File: config.mk
export PLATFORM = sky130hd
export DESIGN_NAME = tcms_accum
export DESIGN_NICKNAME = d
export VERILOG_FILES = /design/src/design/tcms_pkg.sv /design/src/design/tcms_accum.sv
export SDC_FILE = /design/constraint.sdc
export NUM_CORES = 1
export LEC_CHECK = 0
export ABC_AREA = 1
export ABC_CLOCK_PERIOD_IN_PS = 3200
export BUFFER_PORTS_ARGS = -buffer_cell sky130_fd_sc_hd__buf_2
export CAP_MARGIN = 20
export CORE_AREA = 4 4 176 110
export DETAILED_ROUTE_END_ITERATION = 8
export DIE_AREA = 0 0 180 114
export HOLD_SLACK_MARGIN = 0.03
export PLACE_DENSITY = 0.47
export SYNTH_ARGS = -nofsm -noshare
export SYNTH_HDL_FRONTEND = slang
export SYNTH_SLANG_ARGS = --single-unit
File: constraint.sdc
create_clock -name clk -period 3.2 [get_ports clk]
set_clock_uncertainty 0.1 [all_clocks]
set_input_delay 0.16 -clock clk [delete_from_list [all_inputs] [get_ports clk]]
set_output_delay 0.16 -clock clk [all_outputs]
set_load 0.03 [all_outputs]
File: src/design/tcms_pkg.sv
// ----------------------------------------------------------------------------
// tcms_pkg
// shared types and constants for the tour cost minimum search block
// ----------------------------------------------------------------------------
package tcms_pkg;

	localparam int MAX_NODES_DEF   = 16;
	localparam int WEIGHT_BITS_DEF = 16;

	localparam int NODE_FIELD_W = 4;
	localparam int EDGE_FIELD_W = 16;
	localparam int SUM_W        = 20;
	localparam int COUNT_W      = 32;
	localparam int IN_DATA_W    = 32;
	localparam int OUT_DATA_W   = 104;

	localparam logic [SUM_W-1:0] SUM_MAX = '1;

	typedef enum logic [1:0] {
		MODE_LOAD  = 2'd0,
		MODE_NODE  = 2'd1,
		MODE_START = 2'd2
	} mode_t;

	typedef struct packed {
		logic tour;
		logic clr;
		logic first;
		logic last;
		logic ok_a;
		logic ok_b;
	} node_ctrl_t;

	typedef struct packed {
		logic res;
		logic clr;
	} res_ctrl_t;

endpackage

File: src/design/tcms_accum.sv
// ----------------------------------------------------------------------------
// tcms_accum
// running edge sum per tour node and closing-edge add for the last node
// ----------------------------------------------------------------------------
module tcms_accum #(
	parameter int WEIGHT_BITS = tcms_pkg::WEIGHT_BITS_DEF
) (
	input  logic                      clk,
	input  logic                      arst_n,
	input  logic                      en,
	input  tcms_pkg::node_ctrl_t      ctrl_s1,
	input  logic [WEIGHT_BITS-1:0]    rd_a,
	input  logic [WEIGHT_BITS-1:0]    rd_b,
	output tcms_pkg::res_ctrl_t       res_s3,
	output logic [tcms_pkg::SUM_W-1:0] cost_s3
);

	import tcms_pkg::*;

	localparam int ADD_W = ((WEIGHT_BITS > SUM_W) ? WEIGHT_BITS : SUM_W) + 1;

	function automatic logic [SUM_W-1:0] sat_add(input logic [SUM_W-1:0] s,
			input logic [WEIGHT_BITS-1:0] w);
		logic [ADD_W-1:0] t;
		t = ADD_W'(s) + ADD_W'(w);
		if (t > ADD_W'(SUM_MAX)) begin
			return SUM_MAX;
		end
		return t[SUM_W-1:0];
	endfunction

	logic [SUM_W-1:0]       sum_q;
	logic [SUM_W-1:0]       new_sum;
	logic [WEIGHT_BITS-1:0] wa;
	logic [WEIGHT_BITS-1:0] wb;
	res_ctrl_t              res_s2;
	logic [SUM_W-1:0]       sum_s2;
	logic [WEIGHT_BITS-1:0] wb_s2;

	assign wa      = ctrl_s1.ok_a ? rd_a : '0;
	assign wb      = ctrl_s1.ok_b ? rd_b : '0;
	assign new_sum = ctrl_s1.first ? '0 : sat_add(sum_q, wa);

	always_ff @(posedge clk or negedge arst_n) begin
		if (!arst_n) begin
			sum_q   <= '0;
			res_s2  <= '0;
			res_s3  <= '0;
		end else if (en) begin
			if (ctrl_s1.tour) begin
				sum_q <= new_sum;
			end
			res_s2.res <= ctrl_s1.tour && ctrl_s1.last;
			res_s2.clr <= ctrl_s1.clr;
			res_s3     <= res_s2;
		end
	end

	always_ff @(posedge clk) begin
		if (en) begin
			sum_s2  <= new_sum;
			wb_s2   <= wb;
			cost_s3 <= sat_add(sum_s2, wb_s2);
		end
	end

endmodule

# --- Word-level counts from Yosys, hierarchy flattened ---
# Cells that the tools add are included.
totals:
  regBits: 80
  in_bits: 41
  output_inout_bits: 22
  word_cells: 23
op_classes:
  addsub: 2
  n_lt_le_gt_ge: 2
  n_mux: 9
  reduce_logical: 2
ops:
  columns: ["cell", "n"]
  rows:
  - ["2-to-1 mux 20 bit", 5]
  - ["adder 20 x 16 -> 21 bit", 2]
  - ["greater-than comparator 21 x 20 -> 1 bit, second input constant", 2]
  - ["2-to-1 mux 16 bit", 1]
  - ["2-to-1 mux 1 bit", 3]
  - ["AND reduction 2 bit", 1]
  - ["logical AND 1 bit", 1]

# --- Logic depth before layout (Yosys ltp) ---
# Gate-level depths: netlist of run 1.
depth:
  word_depth: 6
  mapped_depth: 19
  depth_no_buf: 17

# --- Worst setup path after synthesis of run 1 ---
# No wires, ideal clock.
synth_timing:
  path_kind: "input-to-reg"
  startpoint: "input port ctrl_s1[1] (netlist bit)"
  endpoint: "register sum_s2[17] (data pin)"
  setup_time_ns: 0.272
  arrival_time_ns: 1.951
  required_ns: 2.828
  setup_slack_ns: 0.878
  cell_stages: 15
  n_path_buf: 4
  path_cell_list: "clkbuf_1 -> clkbuf_1 -> nand2_1 -> inv_1 -> ha_1 -> nand2_1 -> inv_2 -> nand2_1 -> nand3_1 -> a21oi_1 -> nand2_2 -> nand2_2 -> buf_6 -> buf_6 -> a31oi_1"
synth_via:
  elab_chain_len: 6
synth_lines:
  columns: ["item", "line_no", "text"]
  rows:
  - ["start: declaration", "tcms_accum.sv:11", "input tcms_pkg::node_ctrl_t ctrl_s1,"]
  - ["2-to-1 mux 16 bit *", "tcms_accum.sv:40", "assign wa = ctrl_s1.ok_a ? rd_a : '0;"]
  - ["adder 20 x 16 -> 21 bit *", "tcms_accum.sv:25", "t = ADD_W'(s) + ADD_W'(w);"]
  - ["greater-than comparator 21 x 20 -> 1 bit", "tcms_accum.sv:26", "if (t > ADD_W'(SUM_MAX)) begin"]
  - ["2-to-1 mux 1 bit", "tcms_accum.sv:26", null]
  - ["2-to-1 mux 20 bit *", "tcms_accum.sv:29", "return t[SUM_W-1:0];"]
  - ["2-to-1 mux 20 bit *", "tcms_accum.sv:42", "assign new_sum = ctrl_s1.first ? '0 : sat_add(sum_q, wa);"]
  - ["net new_sum[17]", "tcms_accum.sv:33", "logic [SUM_W-1:0] new_sum;"]
  - ["end signal: assignment", "tcms_accum.sv:61", "sum_s2 <= new_sum;"]
  - ["end: declaration", "tcms_accum.sv:37", "logic [SUM_W-1:0] sum_s2;"]
# The timed path passes the listed nets; every way through them passes the cells marked *.
# A chain may end at the register's enable or synchronous reset.

# --- Worst setup path in the final report of run 1 ---
layout_timing:
  startpoint: "register sum_q[0]"
  endpoint: "register sum_q[1]"
layout_via:
  elab_chain_len: 5
layout_lines:
  columns: ["item", "line_no", "text"]
  rows:
  - ["start: declaration", "tcms_accum.sv:32", "logic [SUM_W-1:0] sum_q;"]
  - ["start signal: assignment", "tcms_accum.sv:51", "sum_q <= new_sum;"]
  - ["adder 20 x 16 -> 21 bit *", "tcms_accum.sv:25", null]
  - ["greater-than comparator 21 x 20 -> 1 bit", "tcms_accum.sv:26", null]
  - ["2-to-1 mux 1 bit", "tcms_accum.sv:26", null]
  - ["2-to-1 mux 20 bit *", "tcms_accum.sv:29", null]
  - ["2-to-1 mux 20 bit *", "tcms_accum.sv:42", null]
  - ["net new_sum[1]", "tcms_accum.sv:33", null]
# Marks and branches as above.

==> summary.md, run 1 <==
| Metric | Value |
|---|---|
| Maximum VDD drop | `235 uV` |
| Final Max Tran Viols | `0` |
| IO Port Bufs | `62` |
| Share of cells above drive strength 1 | `12.9%` |
| Core area | `about 18000 sq um` |
| Max_cap viols | `0` |
| Clk Latency, worst-skew pair | `roughly 0.34 ns` |
| First-pass GRT wire length | `23400 microns` |
| Setup crit end kind | `flop` |
| Least-Margin Pin Slew | `0.830 ns` |
| Leakage power | `roughly 0.0032 uW` |
| R2R Path Start | `sum_q[0]$_DFFE_PN0P_` |
| Top cell type's share of synthesized area | `32.3%` |
| Initial antenna violation count | `0` |
| Cell taking the most area after synthesis | `edfxtp_1` |
| Fin. Hold Viols | `0` |
| Hold EP | `wb_s2[3]$_SDFFCE_PN0P_` |
| Drt wl/cell | `14.5 microns` |
| Dpl cells | `between 900 and 1000` |
| Largest net degree at the start of global routing | `36` |
| Slew margin rel. | `around 45%` |
| Top post-synthesis cells by area | `edfxtp_1 (32%), nand2_1 (17%), dfrtp_1 (12%)` |
| Dpl ws | `approximately 0.50 ns` |
| Clock slew at reported path FFs | `about 0.070 ns` |
| Crit Reg-Reg Endpoint | `sum_q[1]$_DFFE_PN0P_` |
| Critical path launch point type | `flop` |
| Synth cell types | `26` |
| Number of I/O pins | `63` |
| CTS tree | `built` |
| Min-Delay Path Depth | `3` |
| DR vias | `4502` |
| Gr usage total | `14.3%` |
| Async SR Flop Fraction | `about 30%` |
| Nets | `roughly 830` |
| Fmax | `403 MHz` |
| Power Dens Cells | `557 nW/um^2` |
| # DRC | `0` |
| Die X | `180 microns` |
| Crit path time final | `roughly 2.5 ns` |
| Worst setup margin | `0.716 ns` |
| CTS sink cnt | `80` |
| Clock Tree Buf Depth | `2` |
| N_diodes | `0` |
| Starting density of the core | `29.4%` |
| GRT overflow | `0` |
| Syn Inst Count | `674` |
| CTS Buf Count | `9` |
| Drt first-iter violations | `a little under 400` |
| Critical Path Fanout Max | `13` |
| Post-Syn Nets | `749` |
| Setup TNS | `0 ns` |
| Mean Syn Cell Area | `about 7.7 sq um` |
| Layout Cells excl Fill | `999` |
| Fill cell count | `approximately 1900` |
| Die area | `20500 sq um` |
| P&R area growth vs syn | `20.9%` |
| #FFs+latches synth | `80` |
| Post-CTS setup buffers | `0` |
| H-tree levels | `3` |
| Number of global-route vias before repair | `4417` |
| Worst Path Arrival | `approximately 2.7 ns` |
| Outcome | `finished, final reports clean` |
| Fin crit share | `77.6%` |
| RSZ-0062 raised after global routing | `false` |
| Syn. warnings | `0` |
| Cells on worst reg2reg path | `15` |
| Final setup viols | `0` |
| Post-synth EDFFs | `56` |
| First-pass iteration count of the detailed router | `5` |
| HP Class | `in2reg` |
| Synthesized area | `5210 sq um` |
| Critical path class | `reg2reg` |
| ANT nets after route | `0` |
| Final WL | `roughly 14000 microns` |
| CP Data Required Time | `3.38 ns` |
| Die Y | `roughly 110 microns` |
| Worst hold slack | `0.209 ns` |
| Hold_buf cts | `19` |
| HP Start | `ctrl_s1[0]` |
| Reg-to-reg setup timing slack | `0.72 ns` |
| Post-synthesis sequential area ratio | `a little over two fifths` |
| Post-CTS Resized | `0` |
| CTS Root Cell | `clkbuf_16` |
| Routed vias/inst | `4.51` |
| Dpl hpwl | `11600 microns` |
| RePlAce Congestion | `0.893` |
| Site Rows | `38` |
| Synth Flop Type | `edfxtp_1` |
-- Yosys cell counts, types with 3 or more instances --
cell / instances
nand2_1: 230
inv_1: 97
edfxtp_1: 56
nor2_1: 48
nand3_1: 46
a21oi_1: 38
ha_1: 32
dfrtp_1: 24
o21ai_0: 18
xnor2_1: 15
clkbuf_1: 11
nor3_1: 10
a21oi_2: 9
xor2_1: 7
a31oi_1: 6
buf_2: 4
nand3b_1: 4
nand2_2: 3
nand4_1: 3
o21ai_1: 3
-- cells in the final DEF, fill, tap and decap left out --
cell type      instances
nor2_1                48
nor3_1                10
nand3b_1               4
buf_4                  5
nand3_1               46
a31oi_1                6
inv_1                 97
inv_8                  2
dlygate4sd3_1         19
nand2_1              230
clkinv_4               1
o21a_1                 2
o21ai_0               18
nand4_1                3
nand3_2                1
ha_1                  32
bufinv_16              2
dfrtp_1               24
nand2_2                3
fa_1                   2
xnor2_1               15
o21ai_1                3
inv_6                  2
buf_2                 62
clkbuf_16              9
xor2_1                 7
o21bai_1               1
edfxtp_1              56
inv_2                  2
a21oi_1               38
a21oi_2                9
-- where the power goes --
part,internal [uW],leakage [uW],switching [uW]
clock,702,0.000164,470
sequential,1280,0.000874,68.2
combinational,342,0.00214,640
total,2330,0.00318,1180
-- registers in the layout, summed over array words and instances (netlist names) --
signal   cells
cost_s3     20
res_s3       2
sum_s2      20
wb_s2       16
res_s2       2
sum_q       20
-- stage by stage --
| stage | area [sq um] | utilization [%] | power, uW |
|---|---|---|---|
| after floorplan | 5210 | - | 2040 |
| after global placement | 5770 | 32.5 | 2330 |
| after detailed placement | 5770 | 32.5 | 2330 |
| after CTS | 6290 | 35.5 | 3540 |
| after global routing | 6290 | 35.5 | 3710 |
| final | 6290 | 35.5 | 3500 |
-- worst max-delay path by stage --
| stage | from | endpoint | slack, ns | depth (start not counted) |
|---|---|---|---|---|
| finish | sum_q[0]$_DFFE_PN0P_ | sum_q[1]$_DFFE_PN0P_ | 0.72 | 15 |
| global route | wb_s2[0]$_SDFFCE_PN0P_ | cost_s3[17]$_SDFFCE_PN1P_ | 0.46 | 11 |
| CTS | wb_s2[0]$_SDFFCE_PN0P_ | cost_s3[17]$_SDFFCE_PN1P_ | 0.70 | 11 |
| detailed placement | ctrl_s1[1] | sum_q[1]$_DFFE_PN0P_ | 0.50 | 18 |
| global placement | ctrl_s1[1] | sum_q[8]$_DFFE_PN0P_ | 0.66 | 18 |
| floorplan | ctrl_s1[1] | sum_s2[17]$_DFFE_PP_ | 0.88 | 15 |
-- critical path, cell delays in order (launching register included) --
cell and delay [ns]:
dfrtp_1 0.37, ha_1 0.23, inv_1 0.07, fa_1 0.43, inv_1 0.11, nand3_1 0.10, nand3_2 0.09, nand2_1 0.07
nand2_2 0.09, nand2_1 0.08, nand2_2 0.08, nand2_2 0.05, buf_4 0.22, a21oi_2 0.18, nand2_1 0.06, nand2_1 0.08
-- layer usage --
metal	track usage (%)	share of wire (%)	up-vias
met2	20.1	39	111
met1	22.4	55	2061
met4	2.44	0.51	0
met5	0	0	-
met3	3.57	5.0	7
li1	-	-	2323
-- logic make-up after synthesis --
logic type	after synthesis	synth area share (%)
AND/OR/NAND/NOR	345	26.9
buffers and inverters	116	8.75
flip-flops	80	43.8
AO/OA/AOI/OAI	77	8.34
adder cells (fa/ha/maj)	34	8.46
XOR/XNOR	22	3.70
-- area by class of cell --
type / instances / area (sq um) / share of cell area (%)
Tap cell: 240 / 300 / 4.77
Multi-Input combinational cell: 478 / 2470 / 39.2
Clock buffer: 9 / 225 / 3.58
Clock inverter: 7 / 109 / 1.73
Inverter: 99 / 372 / 5.90
Timing Repair Buffer: 86 / 538 / 8.55
Sequential cell: 80 / 2280 / 36.3
No activity file was read; power rests on OpenSTA's default activity.
==> run 2: changes to the inputs <==
- ABC_CLOCK_PERIOD_IN_PS: 3200 -> 2100
- PLACE_DENSITY: 0.47 -> 0.49
- clock period: 3.2 -> 2.1 ns (I/O delays scaled with it)
==> summary.md, run 2 (synthesized netlist as in run 1, its figures left out) <==
| Metric | Value |
|---|---|
| Final Max Tran Viols | `0` |
| GR Util met3 | `3.09%` |
| Site Rows | `38` |
| P&R area growth vs syn | `38.9%` |
| Largest net degree at the start of global routing | `64` |
| Clk Latency, worst-skew pair | `approximately 0.34 ns` |
| Maximum VDD drop | `about 320 uV` |
| Critical path cell sequence | `ha_1 -> nand2_1 -> inv_2 -> nand2_1 -> nand3_1 -> a21oi_2 -> nand2_4 -> nand2_8 -> buf_12 -> nand3_1 -> nand2_1 -> inv_1` |
| First-pass GRT wire length | `23400 microns` |
| GRT Max-Usage Layer | `met1` |
| Critical Path Fanout Max | `6` |
| RSZ-0062 raised after global routing | `true` |
| CP Data Required Time | `between 2 and 2.5 ns` |
| Drt wl/cell | `13.7 microns` |
| Setup crit end kind | `flop` |
| Pwr Total | `5510 uW` |
| GRT overflow | `0` |
| Dpl ws | `-0.205 ns` |
| Fin crit share | `105%` |
| Worst setup margin | `-0.109 ns` |
| CTS tree | `built` |
| Routed vias/inst | `4.42` |
| Worst hold slack | `between 0.15 and 0.2 ns` |
| Power Dens Cells | `762 nW/um^2` |
| Final setup viols | `50` |
| Die Y | `114 microns` |
| IO Port Bufs | `slightly above 60` |
| Max incr delay on CP | `0.39 ns` |
| RePlAce Congestion | `0.855` |
| First-pass iteration count of the detailed router | `5` |
| Outcome | `complete, but fails checks` |
| Max_cap viols | `0` |
| Violated checks | `negative setup slack` |
| Fmax | `453 MHz` |
| Crit path time final | `between 2 and 2.5 ns` |
| CTS Root Cell | `clkbuf_16` |
| Gr usage total | `approximately 14%` |
| Worst Path Arrival | `approximately 2.2 ns` |
| Least-Margin Pin Slew | `~0.61 ns` |
| Number of global-route vias before repair | `about 4500` |
| Share of cells above drive strength 1 | `27.7%` |
| Initial antenna violation count | `0` |
| CTS Buf Count | `9` |
| Final WL | `14600 microns` |
| CTS sink cnt | `80` |
| Grt met2 use | `19.3%` |
| Placed inst area | `6280 sq um` |
| Most frequent cells in the layout | `nand2_1 (218), inv_1 (93), buf_4 (66)` |
| Die area | `20500 sq um` |
| Leakage power | `0.00361 uW` |
| Clock slew at reported path FFs | `approximately 0.070 ns` |
| # DRC | `0` |
| Die X | `180 microns` |
| Number of I/O pins | `63` |
| Clock Tree Buf Depth | `2` |
| ANT nets after route | `0` |
| H-tree levels | `3` |
| Finished Cell Area | `7230 sq um` |
| Drt first-iter violations | `241` |
| Core area | `17700 sq um` |
| Fin. Hold Viols | `0` |
| Critical path launch point type | `flop` |
| Critical path class | `reg2reg` |
| HP Class | `in2reg` |
| CP max stage cell | `dfrtp_1` |
| Global-route met1 utilization | `about 23%` |
| Slew margin rel. | `59.5%` |
| Starting density of the core | `29.4%` |
| Dpl hpwl | `between 10000 and 15000 microns` |
| Most common cell after layout, fill and taps aside | `nand2_1` |
| Crit-path most repeated cell | `nand2_1` |
| DR vias | `roughly 4700` |
| Nets | `898` |
| N_diodes | `0` |
| Largest registers | `cost_s3 x20, sum_q x20, sum_s2 x20` |
run 2: power breakdown:
part	switching (uW)	total [uW]	internal, uW
Combinational	1100	1920	818
Clock	693	1540	843
Sequential	103	2060	1950
run 2: stage by stage:
stage | utilization [%] | setup TNS [ns] | std cells
global placement | 35.4 | -7.09 | 1022
CTS | 39.1 | -1.46 | 1059
finish | 40.8 | -2.47 | 1068
global route | 40.8 | -9.94 | 1068
floorplan | - | 0 | 674
detailed placement | 35.4 | -5.94 | 1022
run 2: cell type report:
| cell class | count | area, sq um |
|---|---|---|
| Sequential cell | 80 | 2280 |
| Timing Repair Buffer | 155 | 1160 |
| Multi-Input combinational cell | 478 | 2830 |
| Inverter | 99 | 372 |
| Clock inverter | 5 | 40.0 |
| Clock buffer | 11 | 243 |
| Fill cell | 1862 | 10500 |
| Tap cell | 240 | 300 |
run 2: worst max-delay path: cells and delay by family (launching register included):
kind            cells  cell delay (ns)
simple gates        7             0.67
flops               1             0.39
fa+ha+maj           1             0.32
compound gates      1             0.26
buf+inv             3             0.24
run 2: final timing paths:
check                                              end  slack (ns)  cells after the start                   from
max in group asynchronous        sum_q[17]$_DFFE_PN0P_        1.30                      2                 arst_n
worst max register to register    sum_s2[19]$_DFFE_PP_       -0.11                     12  sum_q[10]$_DFFE_PN0P_
worst min-delay path            wb_s2[1]$_SDFFCE_PN0P_        0.16                      3             ctrl_s1[0]
min in group asynchronous        sum_q[10]$_DFFE_PN0P_        0.20                      2                 arst_n
worst max-delay path              sum_s2[19]$_DFFE_PP_       -0.11                     12  sum_q[10]$_DFFE_PN0P_
worst min register to register    sum_q[4]$_DFFE_PN0P_        0.39                      2   sum_q[4]$_DFFE_PN0P_
run 2: timing repair:
item | CTS | global route
cloned | 1 | 2
setup endpoints to repair | 58 | 60
resized for setup | 33 | 42
hold endpoints to repair | 42 | 0
buffers inserted | 1 | 7
hold buffers | 19 | 0
pin swaps | 4 | 15
run 2: per-layer routing:
| layer | part of all wire [%] | vias to the layer above |
|---|---|---|
| met5 | 0 | - |
| met4 | 0.88 | 0 |
| met3 | 5.4 | 13 |
| met2 | 38 | 116 |
| met1 | 56 | 2123 |
| li1 | - | 2469 |
