$ cat src/design/tcms_pkg.sv
// ----------------------------------------------------------------------------
// tcms_pkg
// shared types and constants for the tour cost minimum search block
// ----------------------------------------------------------------------------
package tcms_pkg;

	localparam int MAX_NODES_DEF   = 16;
	localparam int WEIGHT_BITS_DEF = 16;

	localparam int NODE_FIELD_W = 4;
	localparam int EDGE_FIELD_W = 16;
	localparam int SUM_W        = 20;
	localparam int COUNT_W      = 32;
	localparam int IN_DATA_W    = 32;
	localparam int OUT_DATA_W   = 104;

	localparam logic [SUM_W-1:0] SUM_MAX = '1;

	typedef enum logic [1:0] {
		MODE_LOAD  = 2'd0,
		MODE_NODE  = 2'd1,
		MODE_START = 2'd2
	} mode_t;

	typedef struct packed {
		logic tour;
		logic clr;
		logic first;
		logic last;
		logic ok_a;
		logic ok_b;
	} node_ctrl_t;

	typedef struct packed {
		logic res;
		logic clr;
	} res_ctrl_t;

endpackage

$ cat src/design/tcms_best.sv
// ----------------------------------------------------------------------------
// tcms_best
// tour count, running minimum and output register with skid stage
// ----------------------------------------------------------------------------
module tcms_best (
	input  logic                           clk,
	input  logic                           arst_n,
	input  tcms_pkg::res_ctrl_t            res_s3,
	input  logic [tcms_pkg::SUM_W-1:0]     cost_s3,
	output logic                           en,
	output logic                           m_tvalid,
	input  logic                           m_tready,
	// tour_cost, tour_number, best_cost, best_number
	output logic [tcms_pkg::OUT_DATA_W-1:0] m_tdata
);

	import tcms_pkg::*;

	logic [COUNT_W-1:0]    count_q;
	logic [SUM_W:0]        best_q;
	logic [COUNT_W-1:0]    best_num_q;
	logic                  take;
	logic [SUM_W:0]        best_d;
	logic [COUNT_W-1:0]    best_num_d;
	logic                  push;
	logic [OUT_DATA_W-1:0] res_data;
	logic [OUT_DATA_W-1:0] out_q;
	logic [OUT_DATA_W-1:0] skid_q;
	logic                  out_valid_q;
	logic                  skid_valid_q;

	assign en         = !skid_valid_q;
	assign push       = en && res_s3.res;
	assign take       = {1'b0, cost_s3} <= best_q;
	assign best_d     = take ? {1'b0, cost_s3} : best_q;
	assign best_num_d = take ? count_q : best_num_q;
	assign res_data   = {best_num_d, best_d[SUM_W-1:0], count_q, cost_s3};

	always_ff @(posedge clk or negedge arst_n) begin
		if (!arst_n) begin
			count_q    <= '0;
			best_q     <= '1;
			best_num_q <= '0;
		end else if (en) begin
			if (res_s3.clr) begin
				count_q <= '0;
				best_q  <= '1;
			end else if (res_s3.res) begin
				count_q    <= count_q + COUNT_W'(1);
				best_q     <= best_d;
				best_num_q <= best_num_d;
			end
		end
	end

	always_ff @(posedge clk or negedge arst_n) begin
		if (!arst_n) begin
			out_valid_q  <= 1'b0;
			skid_valid_q <= 1'b0;
		end else begin
			if (!out_valid_q || m_tready) begin
				if (skid_valid_q) begin
					skid_valid_q <= 1'b0;
					out_valid_q  <= 1'b1;
				end else begin
					out_valid_q <= push;
				end
			end else if (push) begin
				skid_valid_q <= 1'b1;
			end
		end
	end

	always_ff @(posedge clk) begin
		if (!out_valid_q || m_tready) begin
			if (skid_valid_q) begin
				out_q <= skid_q;
			end else if (push) begin
				out_q <= res_data;
			end
		end else if (push) begin
			skid_q <= res_data;
		end
	end

	assign m_tvalid = out_valid_q;
	assign m_tdata  = out_q;

endmodule

$ cat config.mk
export PLATFORM = sky130hd
export DESIGN_NAME = tcms_best
export DESIGN_NICKNAME = d
export VERILOG_FILES = /design/src/design/tcms_pkg.sv /design/src/design/tcms_best.sv
export SDC_FILE = /design/constraint.sdc
export NUM_CORES = 1
export LEC_CHECK = 0
export ABC_CLOCK_PERIOD_IN_PS = 9450
export BUFFER_PORTS_ARGS = -buffer_cell sky130_fd_sc_hd__clkbuf_2
export CORE_MARGIN = 3
export CORE_UTILIZATION = 45
export DETAILED_ROUTE_END_ITERATION = 16
export SYNTH_ARGS = -nofsm -noshare
export SYNTH_HDL_FRONTEND = slang
export SYNTH_SLANG_ARGS = --single-unit
$ cat constraint.sdc
create_clock -name clk -period 9.45 [get_ports clk]
set_input_delay 1.89 -clock clk [delete_from_list [all_inputs] [get_ports clk]]
set_output_delay 1.89 -clock clk [all_outputs]
set_load 0.02 [all_outputs]
### Word-level counts from Yosys, hierarchy flattened

Index checks and enable logic that the tools add are counted.

* register bits: 295
* input port bits: 25
* output and inout port bits: 106
* logic and storage cells: 37

* add/subtract/negate cells: 1
* $lt $le $gt $ge: 1
* multiplexer cells: 11
* bitwise operators: 3
* reduce and logical (&&, ||, !) cells: 13

Operators by type and width (number)
* 104-bit 2-to-1 mux: 2
* 32-bit 2-to-1 mux: 3
* 21-bit 2-to-1 mux: 3
* 32-bit by 1-bit adder with 32-bit output, second input constant: 1
* 20-bit by 21-bit less-or-equal comparator with 1-bit output: 1
* 2-bit nonzero test: 4
* 2-bit AND reduction: 3
* 3-bit AND reduction: 2
* 1-bit 2-to-1 mux: 3
* 1-bit inverter: 3
* 1-bit zero test: 2
* 1-bit logical AND: 1
* 1-bit logical OR: 1

### Longest topological paths before layout

Gate-level depths: netlist of run 1.

* depth after elaboration: 4
* depth in mapped cells: 10
* gate-level depth less buffers: 8

### Least setup slack after synthesis of run 1

OpenSTA, ideal clock, no wires.

* path kind: in2reg
* start: input res_s3[1] (netlist bit)
* end: register skid_q[0], enable pin
* library setup time: 0.568 ns
* data arrival time: 6.625 ns
* data required time: 8.882 ns
* setup slack: 2.257 ns
* cell stages on the path: 3
* buffers on the path: 1
* path through: clkbuf_1 nand2_1 nor2_1

* cells in the longest elaborated chain, start to end: 2

RTL lines
* from (decl): RTL line tcms_best.sv:8 `input tcms_pkg::res_ctrl_t res_s3,`
* 1-bit logical AND: RTL line tcms_best.sv:33 `assign push = en && res_s3.res;`
* 2-bit AND reduction (no source line)
* to (signal assigned): RTL line tcms_best.sv:82 `skid_q <= res_data;`
* to (decl): RTL line tcms_best.sv:28 `logic [OUT_DATA_W-1:0] skid_q;`

Every way passes these cells.
A chain may end at the register's enable or synchronous reset.

### Worst setup path after layout of run 1

* start: input cost_s3[18] (netlist bit)
* end: register best_q[5]

* cells in the longest elaborated chain, start to end: 4

RTL lines
* from (decl): RTL line tcms_best.sv:9 `input logic [tcms_pkg::SUM_W-1:0] cost_s3,`
* 20-bit by 21-bit less-or-equal comparator with 1-bit output: RTL line tcms_best.sv:34 `assign take = {1'b0, cost_s3} <= best_q;`
* 21-bit 2-to-1 mux: RTL line tcms_best.sv:35 `assign best_d = take ? {1'b0, cost_s3} : best_q;`
* 21-bit 2-to-1 mux: RTL line tcms_best.sv:48 `end else if (res_s3.res) begin`
* 21-bit 2-to-1 mux: RTL line tcms_best.sv:45 `if (res_s3.clr) begin`
* to (signal assigned): RTL line tcms_best.sv:50 `best_q <= best_d;`
* to (decl): RTL line tcms_best.sv:20 `logic [SUM_W:0] best_q;`

Every way passes these cells. The select of a mux whose other input is x is not followed.

==> flow_metrics.py, run 1 <==
metrics = {
    "synth": {
        "synth_nets": 1031,
        "netlist_instances": 985,
        "syn-cell-area_um2": 12800,
        "ys_seq_area_share_pct": 65.8,
        "yosysWarningCount": 0,
        "ys_seq_elements": 295,
        "yosysUniqueCellTypes": 51,
        "yosys_most_used_dff": "edfxtp_1",
        "yosys.area.top_type": "edfxtp_1",
        "postSynthAreaPerCell_um2": 13.0,
        "synth-edff-count": 208,
        "synth.top_cell.area_share_pct": 48.6,
        "async_reset_ff_share_pct": 29.5,
        "synth_area_leaders": "edfxtp_1 49%, dfrtp_1 13%, o21ai_0 5.4%",
    },
    "setup_path": {
        "critPathCaptureType": "flip-flop",
        "crit_arrival_ps": 5760,
        "start_kind": "input port",
        "critical_path.max_fanout": 49,
        "criticalPathCategory": "in -> reg",
        "worstPathRequired_ps": 9950,
    },
    "layout": {
        "fin_cells": 1492,
        "regArea_um2": 8450,
        "design_area_um2": 14800,
        "syn_to_final_growth_pct": 15.4,
        "fill_cells": 2382,
        "insertedDiodeCount": 0,
        "multiInputGateArea_um2": 3990,
        "fin_nets": 1135,
        "drive_gt1_share_pct": 25.3,
    },
    "routing": {
        "drtIter0Drc": 661,
        "via_per_inst": 5.82,
        "dr.pass1.iters": 7,
        "ant_nets": 0,
        "post_drt_wl_per_cell_um": 19.9,
        "drc": 0,
        "routed_wl_mm": 29.8,
        "num_vias": 8687,
    },
    "clock_network": {
        "clk_pin_slew_ps": 60,
        "numCtsBuffers": 31,
        "postCtsResizedCells": 0,
        "cts.htree.levels": 1,
        "ctsLongestPathBuffers": 3,
        "cts_tree": "yes",
        "hold_buffers": 0,
        "cts_setup_buffers": 0,
        "clk_latency_ps": 560,
        "cts.sinks": 295,
        "cts-root-buf": "clkbuf_16",
    },
    "timing": {
        "drv_slew": 0,
        "post-route-min-period_ps": 5260,
        "setup_viol": 0,
        "max_slew_margin_pct": 25.4,
        "tightest_slew_ps": 1120,
        "finalClockSkew_ps": 14.0,
        "rsz0062_at_grt": "no",
        "setup_tns_ps": 0,
        "maxClockFrequency_ghz": 0.190,
        "setup_slack_ps": 4190,
        "hold_viol_final": 0,
        "fin_crit_sh_pct": 55.7,
    },
    "die": {
        "die_w_um": 175,
        "dieArea_um2": 30600,
        "fp-row-count": 61,
        "die_h_um": 175,
        "core_um2": 27900,
        "pin_count": 131,
        "start_util_pct": 46.0,
    },
    "placed_design": {
        "place_area_um2": 13800,
        "place_inst": 1434,
        "place_congestion": 0.792,
        "dp_hpwl_mm": 17.4,
        "pre_cts_slack_ps": 3660,
        "numPortBuffers": 130,
    },
    "grt": {
        "grt_pass1_wl_mm": 47.8,
        "grt_pass1_vias": 8607,
        "grt_usage_pct": 19.2,
        "gr-total-overflow": 0,
        "grt_antenna_before_repair": 0,
        "grt_max_degree": 78,
    },
    "power": {
        "p_total_mw": 3.04,
        "p_leak_nw": 5.91,
        "ir_worst_vdd_v": 0.000127,
        "powerDensity_nw_per_um2": 205,
    },
    "worst_hold_path": {
        "hp-class": "reg -> reg",
    },
    "job": {
        "cap_violations": 0,
    },
    "run_status": {
        "status": "finished, final reports clean",
    },
}
## registers in the layout (all words and copies together) (netlist names)
| name | flops |
|---|---|
| best_num_q | 32 |
| best_q | 21 |
| count_q | 32 |
| m_tdata | 104 |
| m_tvalid | 1 |
| skid_q | 104 |
| skid_valid_q | 1 |
## cell usage after synthesis (2+ instances only)
cell / count
edfxtp_1: 208
o21ai_0: 139
dfrtp_1: 66
nand2_1: 62
a31oi_1: 60
clkbuf_1: 58
mux2_2: 56
a2bb2oi_1: 52
nand3_1: 44
inv_1: 32
a21oi_1: 22
dfstp_2: 21
ha_1: 21
nor2_1: 19
o22a_1: 19
mux2_1: 16
nand4_1: 15
buf_2: 10
and3_1: 6
mux2i_1: 4
nor2b_1: 4
nor3_1: 4
or3_1: 4
and2_1: 3
buf_4: 3
nand2b_1: 3
o21a_1: 3
o21ai_1: 3
and4_1: 2
buf_1: 2
nor4_1: 2
o31ai_1: 2
or4_1: 2
## path summary, 6_finish.rpt
check | start | endpoint | slack [ps] | cells after the start
worst max register to register | best_q[18] | best_q[5] | 5080 | 8
worst min-delay path | best_q[20] | best_q[20] | 490 | 2
max in group asynchronous | arst_n | skid_valid_q | 6950 | 2
worst max-delay path | cost_s3[18] | best_q[5] | 4190 | 8
min in group asynchronous | arst_n | best_num_q[25] | 1300 | 1
worst min register to register | best_q[20] | best_q[20] | 490 | 2
## kinds of logic after synthesis
kind of cell | count (synthesis) | share of synthesized area, %
AO/OA/AOI/OAI | 309 | 15.1
flip-flops | 295 | 65.8
multiplexers | 76 | 6.63
adder cells (fa/ha/maj) | 21 | 2.05
buffers and inverters | 107 | 3.37
AND/OR/NAND/NOR | 177 | 7.03
## stage by stage
step / hold slack [ps] / utilization [%]
after floorplan: 420 / -
final: 494 / 53.0
after CTS: 498 / 53.0
after global placement: 482 / 49.4
after global routing: 526 / 53.0
after detailed placement: 489 / 49.4
## routing by layer
metal,part of all wire [%],GRT usage [%],vias up
met3,6.3,3.37,46
met1,45,27.1,4346
met5,0,0,-
met2,46,31.4,286
met4,2.1,4.72,0
li1,-,-,4009
## cells in the final DEF (no fill, tap or decap), drive strengths merged, types with 22 or more instances in the layout
master | synthesis | routed
a21oi | 22 | 22
edfxtp | 208 | 208
inv | 33 | 34
o21ai | 143 | 143
nand2 | 62 | 62
dfrtp | 66 | 66
a2bb2oi | 52 | 52
nand3 | 45 | 45
clkbuf | 58 | 172
mux2 | 72 | 72
a31oi | 61 | 61
## cell type report
cell class | instances | area share (%)
Inverter | 33 | 0.836
Timing Repair Buffer | 145 | 5.17
Sequential cell | 295 | 57.1
Clock inverter | 15 | 1.00
Clock buffer | 43 | 5.81
Multi-Input combinational cell | 583 | 26.9
Tap cell | 378 | 3.19
## critical path: stages
cell      delay (ps)
clkbuf_2         130
ha_1             310
nand4b_1         240
nor4_1           760
nand3_4          680
buf_4            490
a31oi_2          950
o22a_1           290
## power by group
part,switching (mW),internal (mW),leakage (nW)
logic,0.218,0.107,2.33
clock network,0.488,0.713,0.492
registers,0.0294,1.49,3.09
(Power assumes the default switching activity.)
==> inputs of run 2 (changes only) <==
--- a/config.mk
+++ b/config.mk
@@ -5,11 +5,12 @@
 export SDC_FILE = /design/constraint.sdc
 export NUM_CORES = 1
 export LEC_CHECK = 0
-export ABC_CLOCK_PERIOD_IN_PS = 9450
+export ABC_CLOCK_PERIOD_IN_PS = 4500
 export BUFFER_PORTS_ARGS = -buffer_cell sky130_fd_sc_hd__clkbuf_2
 export CORE_MARGIN = 3
 export CORE_UTILIZATION = 45
 export DETAILED_ROUTE_END_ITERATION = 16
+export PLACE_DENSITY = 0.66
 export SYNTH_ARGS = -nofsm -noshare
 export SYNTH_HDL_FRONTEND = slang
 export SYNTH_SLANG_ARGS = --single-unit
==> constraint.sdc (replaced) <==
create_clock -name clk -period 4.5 [get_ports clk]
set_input_delay 0.9 -clock clk [delete_from_list [all_inputs] [get_ports clk]]
set_output_delay 0.9 -clock clk [all_outputs]
set_load 0.02 [all_outputs]
==> run 2 against run 1 <==
Critical path type is now reg -> reg. Wire length fell by 1.7%. Worst setup slack got worse by 3100 ps. Core utilization rose by 0.058 points. Clock-buffer cell count rose by 4. Final cell count rose by 0.27%. Global-route usage fell by 0.30 points. Sequential power rose by 110%. Highest routed layer unchanged.
==> flow_metrics.py, run 2 (synthesis gave the netlist of run 1 again) <==
metrics = {
    "timing": {
        "rsz0062_at_grt": "no",
        "fin_crit_sh_pct": 75.3,
        "hold_viol_final": 0,
        "finalClockSkew_ps": 5.65,
        "post-route-min-period_ps": 3390,
        "maxClockFrequency_ghz": 0.295,
        "max_slew_margin_pct": 25.3,
        "setup_tns_ps": 0,
        "setup_viol": 0,
        "drv_slew": 0,
        "tightest_slew_ps": 1120,
    },
    "grt": {
        "grt_antenna_before_repair": 0,
        "gr-total-overflow": 0,
        "grt_pass1_vias": 8705,
        "grt_usage_pct": 18.9,
        "grt_pass1_wl_mm": 47.3,
        "grt_max_degree": 85,
    },
    "routing": {
        "drc": 0,
        "drtIter0Drc": 837,
        "routed_wl_mm": 29.3,
        "dr.pass1.iters": 6,
        "num_vias": 8709,
        "ant_nets": 0,
        "via_per_inst": 5.82,
        "post_drt_wl_per_cell_um": 19.6,
    },
    "setup_path": {
        "reg2reg_to": "best_num_q[30]",
        "start_kind": "flip-flop",
        "path_cells": "inv_1, ha_1, nand4b_1, nor4_1, o21ai_1, and4_2, o21ai_4, buf_4, mux2_2",
        "crit_arrival_ps": 3820,
        "worstPathRequired_ps": 4930,
        "critPathCaptureType": "flip-flop",
        "criticalPathCategory": "reg -> reg",
        "ff2ff_setup_slack_ps": 1110,
        "crit_slowest_cell": "dfstp_2",
        "r2r.worst_path.cells": 9,
        "cp_slowest_stage_delay_ps": 550,
        "timing.rr.start": "best_q[18]",
        "critical_path.max_fanout": 26,
        "crit_path_start": "best_q[18]",
    },
    "layout": {
        "drive_gt1_share_pct": 25.6,
        "fin_cells": 1496,
        "syn_to_final_growth_pct": 15.5,
        "layout_commonest_cell": "edfxtp_1",
        "mostFrequentLayoutCells": "208 x edfxtp_1, 139 x o21ai_0, 129 x clkbuf_2, 65 x dfrtp_1, 62 x nand2_1",
        "design_area_um2": 14800,
        "fin_nets": 1140,
        "insertedDiodeCount": 0,
    },
    "clock_network": {
        "cts_setup_buffers": 0,
        "cts-root-buf": "clkbuf_16",
        "cts.sinks": 295,
        "hold_buffers": 0,
        "cts.htree.levels": 1,
        "postCtsResizedCells": 0,
        "numCtsBuffers": 30,
        "clk_latency_ps": 540,
        "clk_pin_slew_ps": 60,
        "cts_tree": "yes",
        "ctsLongestPathBuffers": 3,
    },
    "worst_hold_path": {
        "hp-class": "in -> async",
    },
    "placed_design": {
        "numPortBuffers": 130,
        "place_congestion": 0.835,
        "dp_hpwl_mm": 17.7,
        "place_area_um2": 13900,
        "place_inst": 1440,
    },
    "die": {
        "dieArea_um2": 30600,
        "pin_count": 131,
        "fp-row-count": 61,
        "die_h_um": 175,
        "core_um2": 27900,
        "die_w_um": 175,
        "start_util_pct": 46.0,
    },
    "power": {
        "p_leak_nw": 5.92,
        "ir_worst_vdd_v": 0.000274,
        "powerDensity_nw_per_um2": 421,
    },
    "run_status": {
        "status": "finished, final reports clean",
    },
    "job": {
        "cap_violations": 0,
    },
}
==> run 2: changes by cell type in the layout (fill, tap and decap cells not counted), moves of 2 or more <==
cell and delta:
clkbuf_1 +4, clkinv_1 -4, clkinv_2 +2, bufinv_16 -2, buf_4 +3, buf_12 +3
==> run 2: area by class of cell <==
| class | count | area (µm²) |
|---|---|---|
| Clock inverter | 9 | 67.6 |
| Inverter | 33 | 124 |
| Clock buffer | 47 | 876 |
| Multi-Input combinational cell | 583 | 3990 |
| Fill cell | 2403 | 13100 |
| Sequential cell | 295 | 8450 |
| Timing Repair Buffer | 151 | 848 |
| Tap cell | 378 | 473 |
==> run 2: worst max-delay path by stage <==
stage          slack [ps]        endpoint  cells after the start
2_1_floorplan          40       skid_q[0]                      3
3_3_place_gp          860  best_num_q[25]                      9
3_5_place_dp          680  best_num_q[25]                      9
4_1_cts              1120  best_num_q[30]                      9
5_1_grt               810      skid_q[54]                     10
6_report             1110  best_num_q[30]                      9
==> run 2: metrics by stage <==
stage	setup slack [ps]	hold WS (ps)	total power [mW]	utilization (%)
3_3_place_gp	863	485	3.92	49.7
6_report	1110	470	6.25	53.1
5_1_grt	809	526	6.48	53.1
4_1_cts	1120	483	6.31	53.1
2_1_floorplan	43.8	420	3.68	-
3_5_place_dp	679	509	3.93	49.7
==> run 2: layer usage <==
metal	global-route usage (%)	routed length, µm	vias up
met3	3.04	1780	47
li1	-	-	4011
met2	30.5	13700	301
met5	0	0	-
met1	26.9	13100	4350
met4	5.42	630	0
==> run 2: critical path, delay by kind of cell (launching register included) <==
kind                     cells  cell delay, ps
adder cells (fa/ha/maj)      1             290
flip-flops                   1             550
buffers and inverters        2             440
AO/OA/AOI/OAI                2             430
AND/OR/NAND/NOR              3            1150
multiplexers                 1             390
==> run 2: power by group <==
part	switching [mW]	internal, mW
clock	0.988	1.39
sequential	0.0725	3.12
combinational	0.446	0.232
total	1.51	4.74
==> inputs of run 3 (changes only) <==
--- a/config.mk
+++ b/config.mk
@@ -5,12 +5,11 @@
 export SDC_FILE = /design/constraint.sdc
 export NUM_CORES = 1
 export LEC_CHECK = 0
-export ABC_CLOCK_PERIOD_IN_PS = 4500
+export ABC_CLOCK_PERIOD_IN_PS = 3400
 export BUFFER_PORTS_ARGS = -buffer_cell sky130_fd_sc_hd__clkbuf_2
 export CORE_MARGIN = 3
 export CORE_UTILIZATION = 45
 export DETAILED_ROUTE_END_ITERATION = 16
-export PLACE_DENSITY = 0.66
 export SYNTH_ARGS = -nofsm -noshare
 export SYNTH_HDL_FRONTEND = slang
 export SYNTH_SLANG_ARGS = --single-unit
==> constraint.sdc (replaced) <==
create_clock -name clk -period 3.4 [get_ports clk]
set_input_delay 0.68 -clock clk [delete_from_list [all_inputs] [get_ports clk]]
set_output_delay 0.68 -clock clk [all_outputs]
set_load 0.02 [all_outputs]
==> run 3 against run 2 <==
Global-route usage increased by 0.86 points. Highest routed layer unchanged. Final cell count increased by 0.60%. Clock-buffer cell count fell by 3. Die area is the same.
==> flow_metrics.py, run 3 (synthesis gave the netlist of run 1 again) <==
metrics = {
    "run_status": {
        "status": "finished, final reports clean",
    },
    "placed_design": {
        "place_area_um2": 14000,
        "place_congestion": 0.817,
        "numPortBuffers": 130,
        "dp_hpwl_mm": 18.3,
    },
    "die": {
        "dieArea_um2": 30600,
        "core_um2": 27900,
        "pin_count": 131,
        "die_w_um": 175,
        "die_h_um": 175,
        "start_util_pct": 46.0,
        "fp-row-count": 61,
    },
    "layout": {
        "fin_nets": 1149,
        "insertedDiodeCount": 0,
        "fill_cells": 2401,
        "syn_to_final_growth_pct": 16.9,
        "mostFrequentLayoutCells": "208 x edfxtp_1, 139 x o21ai_0, 129 x clkbuf_2, 65 x dfrtp_1, 62 x nand2_1",
        "design_area_um2": 15000,
        "drive_gt1_share_pct": 26.5,
        "layout_commonest_cell": "edfxtp_1",
    },
    "setup_path": {
        "cp_slowest_stage_delay_ps": 540,
        "critical_path.max_fanout": 38,
        "crit_slowest_cell": "dfstp_2",
        "start_kind": "flip-flop",
        "critPathCaptureType": "flip-flop",
        "worstPathRequired_ps": 3680,
        "criticalPathCategory": "reg -> reg",
        "crit_buf_inv": 2,
        "crit_arrival_ps": 3310,
        "path_cells": "inv_1, ha_1, nand4b_1, nor4_1, o21ai_1, and4_2, buf_4, o21ai_0, a2bb2oi_1",
        "path_delay_family": "simple AND/OR/NAND/NOR gates",
    },
    "routing": {
        "routed_wl_mm": 30.2,
        "ant_nets": 0,
        "via_per_inst": 5.87,
        "drtIter0Drc": 992,
        "drc": 0,
        "post_drt_wl_per_cell_um": 20.1,
        "num_vias": 8833,
        "dr.pass1.iters": 5,
    },
    "grt": {
        "grt_pass1_vias": 8982,
        "grt_pass1_wl_mm": 49.0,
        "grt_antenna_before_repair": 0,
        "gr-total-overflow": 0,
        "grt_usage_pct": 19.8,
        "grt_max_degree": 66,
    },
    "clock_network": {
        "numCtsBuffers": 30,
        "cts.htree.levels": 1,
        "postCtsResizedCells": 0,
        "ctsLongestPathBuffers": 3,
        "hold_buffers": 0,
        "cts-root-buf": "clkbuf_16",
        "cts.sinks": 295,
        "cts_setup_buffers": 0,
        "clk_pin_slew_ps": 60,
        "cts_tree": "yes",
        "clk_latency_ps": 550,
    },
    "timing": {
        "drv_slew": 0,
        "maxClockFrequency_ghz": 0.331,
        "rsz0062_at_grt": "no",
        "setup_viol": 0,
        "setup_tns_ps": 0,
        "fin_crit_sh_pct": 88.9,
        "finalClockSkew_ps": 10.5,
        "hold_viol_final": 0,
        "post-route-min-period_ps": 3020,
        "tightest_slew_ps": 1170,
        "max_slew_margin_pct": 21.8,
    },
    "worst_hold_path": {
        "hp-class": "in -> async",
    },
    "power": {
        "powerDensity_nw_per_um2": 562,
        "p_leak_nw": 6.02,
        "ir_worst_vdd_v": 0.000355,
    },
    "job": {
        "cap_violations": 0,
    },
}
## run 3: changes by cell type in the layout (fill, tap and decap cells not counted)
cell        delta
clkinv_1       +1
bufinv_16      +1
buf_4          +4
clkbuf_8       +2
clkbuf_1       -5
buf_12         +5
clkinvlp_4     +1
## run 3: through the flow
stage	cells	hold WS (ps)	power (mW)	setup slack, ps	util (%)
2_1_floorplan	985	384	4.87	314	-
3_3_place_gp	1449	483	5.22	318	50.2
3_5_place_dp	1449	492	5.23	192	50.2
4_1_cts	1505	135	8.53	428	53.7
5_1_grt	1505	156	8.78	100	53.7
6_report	1505	124	8.44	377	53.7
## run 3: worst paths after layout
check,from,endpoint,slack (ps),depth (start not counted)
setup / recovery,best_q[18],m_tdata[102],380,9
hold / removal,arst_n,best_num_q[19],120,1
setup reg to reg,best_q[18],m_tdata[102],380,9
hold reg to reg,best_q[20],best_q[20],490,2
max in group asynchronous,arst_n,best_q[11],2550,2
min in group clk,cost_s3[0],skid_q[0],380,1
## run 3: final cells by class
type / count / area (µm²) / area share (%)
flip-flops and latches: 295 / 8450 / 56.3
clock inverters: 12 / 109 / 0.725
multi-input cells: 583 / 3990 / 26.6
clock buffers: 44 / 885 / 5.89
inverters: 33 / 124 / 0.825
well taps: 378 / 473 / 3.15
repair buffers: 160 / 978 / 6.52
## run 3: report_power, final
group          leakage (nW)  internal [mW]  total (mW)  switching, mW
Clock                 0.490           1.94        3.29           1.34
Sequential             3.09           4.13        4.23         0.0956
Combinational          2.44          0.324       0.924          0.599
## run 3: worst reg2reg max path, cell delays in order, from the launching register on
cell	delay, ps
dfstp_2	540
inv_1	50
ha_1	290
nand4b_1	270
nor4_1	440
o21ai_1	170
and4_2	280
buf_4	290
o21ai_0	330
a2bb2oi_1	130
## run 3: metal layers
metal  share of wire, %  vias to the layer above  track usage, %
met3                6.3                       39            3.22
met2                 47                      299            32.4
li1                   -                     4035               -
met5                  0                        -               0
met4                1.5                        0            4.82
met1                 45                     4460            28.0
